`src/lbp_pkg.sv`:
```
// Shared types and constants for the LZSS token bit packer.
package lbp_pkg;

	localparam int BYTE_BITS       = 8;
	localparam int LIT_TOKEN_BITS  = 9;
	localparam int MAX_LENGTH_BITS = 8;

	// Input operation codes
	typedef enum logic [1:0] {
		OP_LITERAL = 2'd0,
		OP_PHRASE  = 2'd1,
		OP_FLUSH   = 2'd2
	} op_t;

	// Configuration register indexes
	typedef enum logic {
		CFG_WINDOW_BITS = 1'b0,
		CFG_LENGTH_BITS = 1'b1
	} cfg_idx_t;

	localparam logic [4:0] WINDOW_BITS_RST = 5'd8;
	localparam logic [3:0] LENGTH_BITS_RST = 4'd4;

endpackage

```
`src/lzss_token_bit_packer_unit.sv`:
```
// Top level of the LZSS token bit packer.
//
//  channel   direction  handshake              payload
//  cfg       in         cfg_we                 cfg_index, cfg_data
//  in        in         in_valid / in_ready    op, char_value, distance, length_code
//  out       out        out_valid / out_ready  out_byte, last
//
// An input transaction is registered, packed in one pass and loaded into the
// output buffer, which sends one byte per cycle while out_ready is high. A token
// yields 0 to (16 + MAX_WINDOW_BITS) / 8 bytes. The input register takes a new
// transaction as its held one moves into the output buffer, which happens while
// the buffer's last byte is being taken or when the buffer is empty. Reset clears
// pending bits and valids, and sets the config registers to their reset values.
module lzss_token_bit_packer_unit import lbp_pkg::*; #(
	parameter int MAX_WINDOW_BITS = 16
) (
	input  logic        clk,
	input  logic        arst_n,
	input  logic        cfg_we,
	input  logic        cfg_index,
	input  logic [4:0]  cfg_data,
	input  logic        in_valid,
	output logic        in_ready,
	input  logic [1:0]  op,
	input  logic [7:0]  char_value,
	input  logic [15:0] distance,
	input  logic [7:0]  length_code,
	output logic        out_valid,
	input  logic        out_ready,
	output logic [7:0]  out_byte,
	output logic        last
);

	localparam int MAXB = (7 + LIT_TOKEN_BITS + MAX_WINDOW_BITS) / BYTE_BITS;
	localparam int CW   = $clog2(MAXB + 1);

	logic [4:0]                window_bits_q;
	logic [3:0]                length_bits_q;
	logic                      load_valid;
	logic                      load_ready;
	logic [MAXB*BYTE_BITS-1:0] load_bytes;
	logic [CW-1:0]             load_count;

	always_ff @(posedge clk or negedge arst_n) begin
		if (!arst_n) begin
			window_bits_q <= WINDOW_BITS_RST;
			length_bits_q <= LENGTH_BITS_RST;
		end else if (cfg_we) begin
			unique case (cfg_idx_t'(cfg_index))
				CFG_WINDOW_BITS: window_bits_q <= cfg_data;
				CFG_LENGTH_BITS: length_bits_q <= cfg_data[3:0];
				default: ;
			endcase
		end
	end

	lbp_pack #(
		.MAX_WINDOW_BITS(MAX_WINDOW_BITS),
		.MAXB(MAXB),
		.CW(CW)
	) u_pack (
		.clk(clk),
		.arst_n(arst_n),
		.window_bits(window_bits_q),
		.length_bits(length_bits_q),
		.in_valid(in_valid),
		.in_ready(in_ready),
		.op(op),
		.char_value(char_value),
		.distance(distance),
		.length_code(length_code),
		.load_valid(load_valid),
		.load_ready(load_ready),
		.load_bytes(load_bytes),
		.load_count(load_count)
	);

	lbp_emit #(
		.MAXB(MAXB),
		.CW(CW)
	) u_emit (
		.clk(clk),
		.arst_n(arst_n),
		.load_valid(load_valid),
		.load_ready(load_ready),
		.load_bytes(load_bytes),
		.load_count(load_count),
		.out_valid(out_valid),
		.out_ready(out_ready),
		.out_byte(out_byte),
		.last(last)
	);

endmodule

```
`src/lbp_pack.sv`:
```
// Input stage and token packing logic: holds the pending byte and fill count.
module lbp_pack import lbp_pkg::*; #(
	parameter int MAX_WINDOW_BITS = 16,
	parameter int MAXB = (7 + LIT_TOKEN_BITS + MAX_WINDOW_BITS) / BYTE_BITS,
	parameter int CW = $clog2(MAXB + 1)
) (
	input  logic                        clk,
	input  logic                        arst_n,
	input  logic [4:0]                  window_bits,
	input  logic [3:0]                  length_bits,
	input  logic                        in_valid,
	output logic                        in_ready,
	input  logic [1:0]                  op,
	input  logic [7:0]                  char_value,
	input  logic [15:0]                 distance,
	input  logic [7:0]                  length_code,
	output logic                        load_valid,
	input  logic                        load_ready,
	output logic [MAXB*BYTE_BITS-1:0]   load_bytes,
	output logic [CW-1:0]               load_count
);

	localparam int VW = (MAXB + 1) * BYTE_BITS;
	localparam int TW = VW - BYTE_BITS;
	localparam int SW = $clog2(VW);

	logic        valid_s1;
	logic [1:0]  op_s1;
	logic [7:0]  char_s1;
	logic [15:0] dist_s1;
	logic [7:0]  len_s1;

	logic [7:0]  pending_q;
	logic [2:0]  fill_q;

	logic [4:0]    w_eff;
	logic [3:0]    l_eff;
	logic [15:0]   dist_m;
	logic [7:0]    len_m;
	logic [SW-1:0] tok_len;
	logic [SW-1:0] sh_dist;
	logic [SW-1:0] sh_len;
	logic [TW-1:0] tok_lj;
	logic [VW-1:0] vec;
	logic [VW-1:0] vec_rest;
	logic [SW-1:0] nbits;
	logic [SW-4:0] nbytes;
	logic [7:0]    pend_nxt;
	logic [2:0]    fill_nxt;
	logic          load_fire;

	assign load_fire  = valid_s1 && load_ready;
	assign in_ready   = !valid_s1 || load_ready;
	assign load_valid = valid_s1;

	always_ff @(posedge clk or negedge arst_n) begin
		if (!arst_n) begin
			valid_s1 <= 1'b0;
		end else if (in_ready) begin
			valid_s1 <= in_valid;
		end
	end

	always_ff @(posedge clk) begin
		if (in_ready && in_valid) begin
			op_s1   <= op;
			char_s1 <= char_value;
			dist_s1 <= distance;
			len_s1  <= length_code;
		end
	end

	// Clamp the field widths
	always_comb begin
		if ({1'b0, window_bits} > 6'(MAX_WINDOW_BITS)) begin
			w_eff = 5'(MAX_WINDOW_BITS);
		end else if (window_bits == 5'd0) begin
			w_eff = 5'd1;
		end else begin
			w_eff = window_bits;
		end
		if (length_bits > 4'(MAX_LENGTH_BITS)) begin
			l_eff = 4'(MAX_LENGTH_BITS);
		end else begin
			l_eff = length_bits;
		end
	end

	assign dist_m  = dist_s1 & ~(16'hFFFF << w_eff);
	assign len_m   = len_s1 & ~(8'hFF << l_eff);
	assign sh_dist = SW'(TW - 1) - SW'(w_eff);
	assign sh_len  = sh_dist - SW'(l_eff);

	// Build the token left-justified, then place it after the pending bits
	always_comb begin
		if (op_t'(op_s1) == OP_PHRASE) begin
			tok_len = SW'(1) + SW'(w_eff) + SW'(l_eff);
			tok_lj  = (TW'(1) << (TW - 1)) | (TW'(dist_m) << sh_dist)
				| (TW'(len_m) << sh_len);
		end else begin
			tok_len = SW'(LIT_TOKEN_BITS);
			tok_lj  = TW'(char_s1) << (TW - LIT_TOKEN_BITS);
		end
	end

	assign vec      = {pending_q, TW'(0)} | ({tok_lj, 8'b0} >> fill_q);
	assign nbits    = SW'(fill_q) + tok_len;
	assign nbytes   = nbits[SW-1:3];
	assign vec_rest = vec << {nbytes, 3'b000};

	always_comb begin
		load_bytes = vec[VW-1 -: MAXB*BYTE_BITS];
		load_count = '0;
		pend_nxt   = pending_q;
		fill_nxt   = fill_q;
		unique case (op_t'(op_s1))
			OP_LITERAL, OP_PHRASE: begin
				load_count = CW'(nbytes);
				pend_nxt   = vec_rest[VW-1 -: 8];
				fill_nxt   = nbits[2:0];
			end
			OP_FLUSH: begin
				load_bytes = {pending_q, (MAXB*BYTE_BITS-8)'(0)};
				load_count = (fill_q != 3'd0) ? CW'(1) : CW'(0);
				pend_nxt   = 8'd0;
				fill_nxt   = 3'd0;
			end
			default: begin
				load_count = '0;
			end
		endcase
	end

	always_ff @(posedge clk or negedge arst_n) begin
		if (!arst_n) begin
			pending_q <= 8'd0;
			fill_q    <= 3'd0;
		end else if (load_fire) begin
			pending_q <= pend_nxt;
			fill_q    <= fill_nxt;
		end
	end

endmodule

```
`src/lbp_emit.sv`:
```
// Output byte buffer: shifts out the bytes of one transaction, one per cycle while out_ready is high.
module lbp_emit import lbp_pkg::*; #(
	parameter int MAXB = 4,
	parameter int CW = $clog2(MAXB + 1)
) (
	input  logic                      clk,
	input  logic                      arst_n,
	input  logic                      load_valid,
	output logic                      load_ready,
	input  logic [MAXB*BYTE_BITS-1:0] load_bytes,
	input  logic [CW-1:0]             load_count,
	output logic                      out_valid,
	input  logic                      out_ready,
	output logic [7:0]                out_byte,
	output logic                      last
);

	logic [MAXB*BYTE_BITS-1:0] buf_q;
	logic [CW-1:0]             rem_q;
	logic                      out_fire;

	assign out_valid  = (rem_q != '0);
	assign out_fire   = out_valid && out_ready;
	assign load_ready = (rem_q == '0) || ((rem_q == CW'(1)) && out_ready);
	assign out_byte   = buf_q[MAXB*BYTE_BITS-1 -: 8];
	assign last       = (rem_q == CW'(1));

	always_ff @(posedge clk or negedge arst_n) begin
		if (!arst_n) begin
			rem_q <= '0;
		end else if (load_valid && load_ready) begin
			rem_q <= load_count;
		end else if (out_fire) begin
			rem_q <= rem_q - CW'(1);
		end
	end

	// Advance to the next byte on each accepted output
	always_ff @(posedge clk) begin
		if (load_valid && load_ready) begin
			buf_q <= load_bytes;
		end else if (out_fire) begin
			buf_q <= buf_q << BYTE_BITS;
		end
	end

endmodule

```
`config.mk`:
```
export PLATFORM = sky130hd
export DESIGN_NAME = lzss_token_bit_packer_unit
export DESIGN_NICKNAME = d
export VERILOG_FILES = /design/src/lbp_pkg.sv /design/src/lzss_token_bit_packer_unit.sv /design/src/lbp_pack.sv /design/src/lbp_emit.sv
export SDC_FILE = /design/constraint.sdc
export NUM_CORES = 1
export LEC_CHECK = 0
export ABC_AREA = 1
export ABC_CLOCK_PERIOD_IN_PS = 7500
export BUFFER_PORTS_ARGS = -buffer_cell sky130_fd_sc_hd__buf_2
export CORE_MARGIN = 3
export CORE_UTILIZATION = 24
export CTS_CLUSTER_DIAMETER = 200
export DETAILED_ROUTE_END_ITERATION = 8
export PLACE_DENSITY_LB_ADDON = 0.15
export SKIP_LAST_GASP = 1
export SYNTH_ARGS = -nofsm -noshare
export SYNTH_HDL_FRONTEND = slang
export SYNTH_SLANG_ARGS = --single-unit
```
`constraint.sdc`:
```
create_clock -name clk -period 7.5 [get_ports clk]
set_input_delay 1.5 -clock clk [delete_from_list [all_inputs] [get_ports clk]]
set_output_delay 1.5 -clock clk [all_outputs]
set_load 0.01 [all_outputs]
```
# After elaboration in Yosys (flattened, before gate mapping)

Cells that the tools add are included.

Register bits: 90
Input port bits: 45
Output and inout port bits: 11

Add/subtract/negate cells: 6
Magnitude comparators: 2
Eq/ne operators: 3
Shift operators: 6
Muxes and demuxes: 14
Bitwise operators: 7
Reduce and logical (&&, ||, !) cells: 18

Operator list:

| cell                                                                | count |
|---|---|
| 32-bit two-way mux                                                  | 4 |
| 40-bit bitwise OR                                                   | 1 |
| 40-bit by 6-bit left shift with 40-bit output                       | 1 |
| 40-bit by 3-bit >> shifter with 40-bit output                       | 1 |
| 32-bit bitwise OR                                                   | 1 |
| 8-bit by 6-bit left shift with 32-bit output                        | 1 |
| 16-bit by 6-bit left shift with 31-bit output                       | 1 |
| 16-bit AND                                                          | 1 |
| 16-bit NOT                                                          | 1 |
| 8-bit case mux with 2 select lines                                  | 1 |
| 16-bit by 5-bit left shift with 16-bit output, first input constant | 1 |
| 3-bit case mux with 2 select lines                                  | 2 |
| 5-bit two-way mux                                                   | 2 |
| 8-bit AND                                                           | 1 |
| 8-bit NOT                                                           | 1 |
| 8-bit by 4-bit left shift with 8-bit output, first input constant   | 1 |
| 1-bit by 5-bit adder with 6-bit output, first input constant        | 1 |
| 3-bit by 6-bit adder with 6-bit output                              | 1 |
| 6-bit by 4-bit adder with 6-bit output                              | 1 |
| 3-bit two-way mux                                                   | 2 |
| 6-bit two-way mux                                                   | 1 |
| 2-bit AND reduction                                                 | 3 |
| 3-bit nonzero test                                                  | 2 |
| 5-bit by 5-bit subtractor with 6-bit output, first input constant   | 1 |
| other kinds (18)                                                    | 23 |

# Depth between registers and ports, before layout

Depth in word-level cells: 13
Depth in mapped cells: 29

# Hierarchy

A second synthesis with hierarchy kept.

Cells, all modules: 1146
Area, all modules: 7966.4 sq um

Modules (own cells, without submodules):

| module                     | instances | cells each | area each (sq um) |
|---|---|---|---|
| lbp_pack                   | 1         | 932        | 5753.0 |
| lbp_emit                   | 1         | 174        | 1850.5 |
| lzss_token_bit_packer_unit | 1         | 40         | 362.8 |

# Least setup slack after synthesis

OpenSTA, ideal clock, no wires.

Kind: register to register
From: register window_bits_q[3]
To: register u_pack.pending_q[1]
Library setup time: 117 ps
Arrival time: 3483 ps
Required time: 7383 ps
Slack: 3901 ps
Stages on the path, launching flop included: 25
Path buffers: 2
Clock period less this slack: 3599 ps
Cell sequence: dfstp_2 > nor2_4 > nand2_4 > nand2_2 > nand2_4 > buf_6 > ha_1 > inv_1 > fa_1 > xnor2_1 > nor2_1 > ha_1 > a21oi_1 > and2_0 > inv_1 > nand2_1 > and2_1 > buf_4 > inv_2 > nor2_2 > nand3_1 > nand3_1 > nand2_1 > nand2_1 > nand2_1

Cells in the longest elaborated chain, start to end: 13
Elaborated cells on any way between the ends: 21

RTL lines:

| item                                                                                                | line                             | text |
|---|---|---|
| start: declaration                                                                                  | lzss_token_bit_packer_unit.sv:37 | `logic [4:0] window_bits_q;` |
| start signal: assignment                                                                            | lzss_token_bit_packer_unit.sv:50 | `CFG_WINDOW_BITS: window_bits_q <= cfg_data;` |
| parallel branches: the longest is 2 deep, another holds 5-bit > comparator                          | -                                |  |
| 5-bit two-way mux (*)                                                                               | lbp_pack.sv:75                   | `if ({1'b0, window_bits} > 6'(MAX_WINDOW_BITS)) begin` |
| parallel branches: the longest is 8 deep, another holds 5-bit by 5-bit subtractor with 6-bit output | -                                |  |
| 40-bit by 6-bit left shift with 40-bit output (*)                                                   | lbp_pack.sv:109                  | `assign vec_rest = vec << {nbytes, 3'b000};` |
| 8-bit case mux with 2 select lines (*)                                                              | lbp_pack.sv:116                  | `unique case (op_t'(op_s1))` |
| end signal: assignment                                                                              | lbp_pack.sv:139                  | `pending_q <= pend_nxt;` |
| end: declaration                                                                                    | lbp_pack.sv:33                   | `logic [7:0] pending_q;` |

Every way passes the cells marked *.
A chain may end at the register's enable or synchronous reset.

# Worst setup path in the final report

From: register window_bits_q[2]
To: register u_emit.buf_q[23], data pin

Cells in the longest elaborated chain, start to end: 13
Elaborated cells on any way between the ends: 17

RTL lines:

| item                                                                                                | line            | text |
|---|---|---|
| parallel branches: the longest is 2 deep, another holds 5-bit > comparator                          | -               |  |
| 5-bit two-way mux (*)                                                                               | lbp_pack.sv:75  |  |
| parallel branches: the longest is 4 deep, another holds 5-bit by 5-bit subtractor with 6-bit output | -               |  |
| 32-bit bitwise OR (*)                                                                               | lbp_pack.sv:99  | `\| (TW'(len_m) << sh_len);` |
| 32-bit two-way mux (*)                                                                              | lbp_pack.sv:96  | `if (op_t'(op_s1) == OP_PHRASE) begin` |
| 40-bit by 3-bit >> shifter with 40-bit output (*)                                                   | lbp_pack.sv:106 | `assign vec = {pending_q, TW'(0)} \| ({tok_lj, 8'b0} >> fill_q);` |
| 40-bit bitwise OR (*)                                                                               | lbp_pack.sv:106 |  |
| 32-bit two-way mux (*)                                                                              | lbp_pack.sv:116 |  |
| 32-bit two-way mux (*)                                                                              | lbp_emit.sv:40  | `if (load_valid && load_ready) begin` |
| end signal: assignment                                                                              | lbp_emit.sv:41  | `buf_q <= load_bytes;` |
| end signal: assignment                                                                              | lbp_emit.sv:43  | `buf_q <= buf_q << BYTE_BITS;` |
| end: declaration                                                                                    | lbp_emit.sv:18  | `logic [MAXB*BYTE_BITS-1:0] buf_q;` |

Marked as above.

==> results.toml <==
[status]
run_status = "completed"

[synthesis]
netlist_area_sq_um = 7625
synth-edff-count = 66
synth_net_count = 1166
ys_types = 55
ys_seq_elements = 90
synth_area_per_cell_sq_um = 6.907
synth_warnings = 0
share_of_synthesized_flip_flops_with_an_asynchronous_set_or_reset = 0.2667
netlist.area_leader.share = 0.2599
synth_area_leader_cell = "sky130_fd_sc_hd__edfxtp_1"
ys.flop_type = "sky130_fd_sc_hd__edfxtp_1"
synthTopCellsByArea = "sky130_fd_sc_hd__edfxtp_1 26%, sky130_fd_sc_hd__nand2_1 17%, sky130_fd_sc_hd__nand3_1 15%, sky130_fd_sc_hd__dfrtp_1 7.2%, sky130_fd_sc_hd__inv_1 3.4%"
seq_area_frac_synth = 0.3390
synthCells = 1104

[power]
worst_ir_drop_vdd_v = 0.0001043
power.clock.fraction = 0.143
power.sequential.fraction = 0.276
total_power_w = 0.003065
internal_power_w = 0.001510
switching_share = 0.5074
power_density_nw_per_um2 = 363.8
cell_leakage_power_nw = 3.806
switching_power_w = 0.001555
power.combinational.fraction = 0.581

[final_layout]
antenna_cells = 0
areaGrowthSynthToFinish_pct = 10.49
stdcell_count = 1522
layout.cell_area.non_filler_sq_um = 8424
final_nets = 1183
layout-drive-gt1-share = 0.1439
mostFrequentLayoutCell = "sky130_fd_sc_hd__nand2_1"
final_cell_mix = "340 x sky130_fd_sc_hd__nand2_1, 228 x sky130_fd_sc_hd__nand3_1, 70 x sky130_fd_sc_hd__inv_1"

[worst_setup_path]
r2r-start = "window_bits_q[2]"
worst_setup_path_end_kind = "flop"
timing.critical_path.to = "u_emit.buf_q[23]"
worstPathMaxFanout = 13
worst-endpoint-required_ns = 7.63
reg2regPathDepth = 19
crit_arrival_ns = 4.75
critical_path_class = "reg -> reg"
rr_endpoint = "u_emit.buf_q[23]"
timing.critical_path.from = "window_bits_q[2]"
reg2reg_slack_ns = 2.88
worst_setup_path_start_kind = "flop"

[run]
maxcap_viol_count = 0

[floorplan]
floorplan.die.width_um = 184.2
top_level_ports = 56
fp.dieH_um = 184.2
placeableCoreArea_sq_um = 30990
dieArea_sq_um = 33940
fp-row-count = 64
initial_utilization = 0.2460

[clocking]
clock_tree.htree_level_count = 3
tritoncts = "built"
clock_tree.root_cell = "sky130_fd_sc_hd__clkbuf_16"
postCtsSetupBuffers = 0
max_clock_buf_depth = 2
path_clk_slew_ns = 0.07
hold_buffers = 0
cts.repair.resized = 0
numCtsBuffers = 9
cts.sink_count = 90
clk-insertion-delay-late_ns = 0.37

[sta]
final-setup-viol-count = 0
fin_setup_tns_ns = 0
tightest_slew_ns = 1.121
timing.fmax_mhz = 216.2
layout_worst_path_cycle_share = 0.6166
layout_min_cycle_time_ns = 4.624
holdWs_ns = 0.5069
hold_violation_count_in_the_final_report = 0
clock-skew-final_ns = 0.01166
max_slew_headroom = 0.2518
drv_slew = 0
rsz0062_at_grt = "no"

[grt]
first_global_vias = 7390
grt.overflow.total = 0
global_route.usage.total = 0.1625
grt_antenna_before_repair = 0
grt_pass1_wl_mm = 42.84
maximum_number_of_pins_on_one_net_before_global_route_repair = 39

[worst_hold_path]
hold_class = "reg -> reg"

[place]
place.port_buffers = 55
dp_cells = 1506
gp_congestion = 0.8940
placed_cell_area_sq_um = 8148
detailed_place_hpwl_mm = 20.76

[route]
postRouteWirelength_mm = 26.88
route.detailed.drc = 0
ant_nets = 0
detailedRoute.firstPassIterationCount = 6
num_vias = 7578
drt_iter0_markers = 733
ratio_of_routed_vias_to_standard_cells = 4.979
wl_per_cell_um = 17.66
[per-layer routing]
metal  vias to the layer above  global-route usage  share of wire
li1                       3746                   -              -
met1                      3631              0.2276           0.48
met2                       178              0.2648           0.47
met3                        23             0.02230          0.040
met4                         0             0.04112          0.013
met5                         -                   0              0
[registers in the layout, summed over array words and instances, names as in the netlist]
name / flops
u_emit.buf_q: 32
u_pack.dist_s1: 16
u_pack.char_s1: 8
u_pack.len_s1: 8
u_pack.pending_q: 8
window_bits_q: 5
length_bits_q: 4
u_emit.rem_q: 3
u_pack.fill_q: 3
u_pack.op_s1: 2
u_pack.load_valid: 1
[cell usage after synthesis (9+ instances only)]
| master | instances |
|---|---|
| sky130_fd_sc_hd__nand2_1 | 340 |
| sky130_fd_sc_hd__nand3_1 | 228 |
| sky130_fd_sc_hd__inv_1 | 70 |
| sky130_fd_sc_hd__nor2_1 | 69 |
| sky130_fd_sc_hd__edfxtp_1 | 66 |
| sky130_fd_sc_hd__a21oi_1 | 32 |
| sky130_fd_sc_hd__o21ai_0 | 32 |
| sky130_fd_sc_hd__nand4_1 | 24 |
| sky130_fd_sc_hd__dfrtp_1 | 22 |
| sky130_fd_sc_hd__buf_2 | 21 |
| sky130_fd_sc_hd__inv_2 | 18 |
| sky130_fd_sc_hd__o21ai_1 | 18 |
| sky130_fd_sc_hd__clkbuf_1 | 15 |
| sky130_fd_sc_hd__buf_4 | 14 |
| sky130_fd_sc_hd__ha_1 | 14 |
| sky130_fd_sc_hd__nand3_2 | 10 |
| sky130_fd_sc_hd__nor2_2 | 9 |
| sky130_fd_sc_hd__or2_2 | 9 |
[kinds of logic after synthesis]
group	after synthesis	share of synthesized area
buf+inv	150	0.08746
compound gates	132	0.1096
simple gates	710	0.4214
flops	90	0.3390
fa+ha+maj	17	0.03085
xor+xnor	5	0.01165
[power groups by stage]
stage | clock network, W | registers (W) | logic (W)
5_1_grt | 0.000472 | 0.000862 | 0.00202
6_report | 0.000438 | 0.000844 | 0.00178
4_1_cts | 0.000455 | 0.000846 | 0.00179
3_5_place_dp | 0 | 0.000854 | 0.00178
3_3_place_gp | 0 | 0.000856 | 0.00180
2_1_floorplan | 0 | 0.000813 | 0.00133
[how the worst min path moves through the flow]
| stage | startpoint | endpoint | depth (start not counted) |
|---|---|---|---|
| after floorplan | u_pack.pending_q[7] | u_pack.pending_q[7] | 2 |
| final | u_pack.pending_q[7] | u_pack.pending_q[7] | 2 |
| after CTS | u_pack.pending_q[2] | u_pack.pending_q[2] | 2 |
| after global routing | u_pack.pending_q[6] | u_pack.pending_q[6] | 2 |
| after detailed placement | u_pack.pending_q[7] | u_pack.pending_q[7] | 2 |
| after global placement | u_pack.pending_q[7] | u_pack.pending_q[7] | 2 |
[area by class of cell]
cell class,count,area (sq um)
Fill cell,3378,22570
Clock buffer,12,246.5
Multi-Input combinational cell,864,4373
Timing Repair Buffer,65,350.3
Inverter,91,344.1
Sequential cell,90,2585
Clock inverter,4,30.03
Tap cell,396,495.5
[through the flow]
stage          utilization  setup slack, ns
2_1_floorplan            -            3.901
3_3_place_gp        0.2629            2.948
3_5_place_dp        0.2629            2.931
4_1_cts             0.2718            2.932
5_1_grt             0.2718            2.484
6_report            0.2718            2.876
[worst max-delay path: stages (launching register included)]
cell and delay, ns:
sky130_fd_sc_hd__dfrtp_1 0.48, sky130_fd_sc_hd__nor2_4 0.18, sky130_fd_sc_hd__nand2_4 0.08, sky130_fd_sc_hd__a21oi_4 0.35, sky130_fd_sc_hd__ha_1 0.22, sky130_fd_sc_hd__inv_1 0.07, sky130_fd_sc_hd__fa_1 0.81, sky130_fd_sc_hd__clkinv_1 0.36
sky130_fd_sc_hd__nand3_1 0.22, sky130_fd_sc_hd__nand2_1 0.08, sky130_fd_sc_hd__a21boi_1 0.18, sky130_fd_sc_hd__inv_1 0.08, sky130_fd_sc_hd__nand2_1 0.08, sky130_fd_sc_hd__nand3_1 0.13, sky130_fd_sc_hd__nand3_1 0.16, sky130_fd_sc_hd__nand3_1 0.13
sky130_fd_sc_hd__nand3_1 0.21, sky130_fd_sc_hd__nand3_1 0.25, sky130_fd_sc_hd__a21oi_1 0.12, sky130_fd_sc_hd__a21o_1 0.18
(Power assumes the default switching activity.)
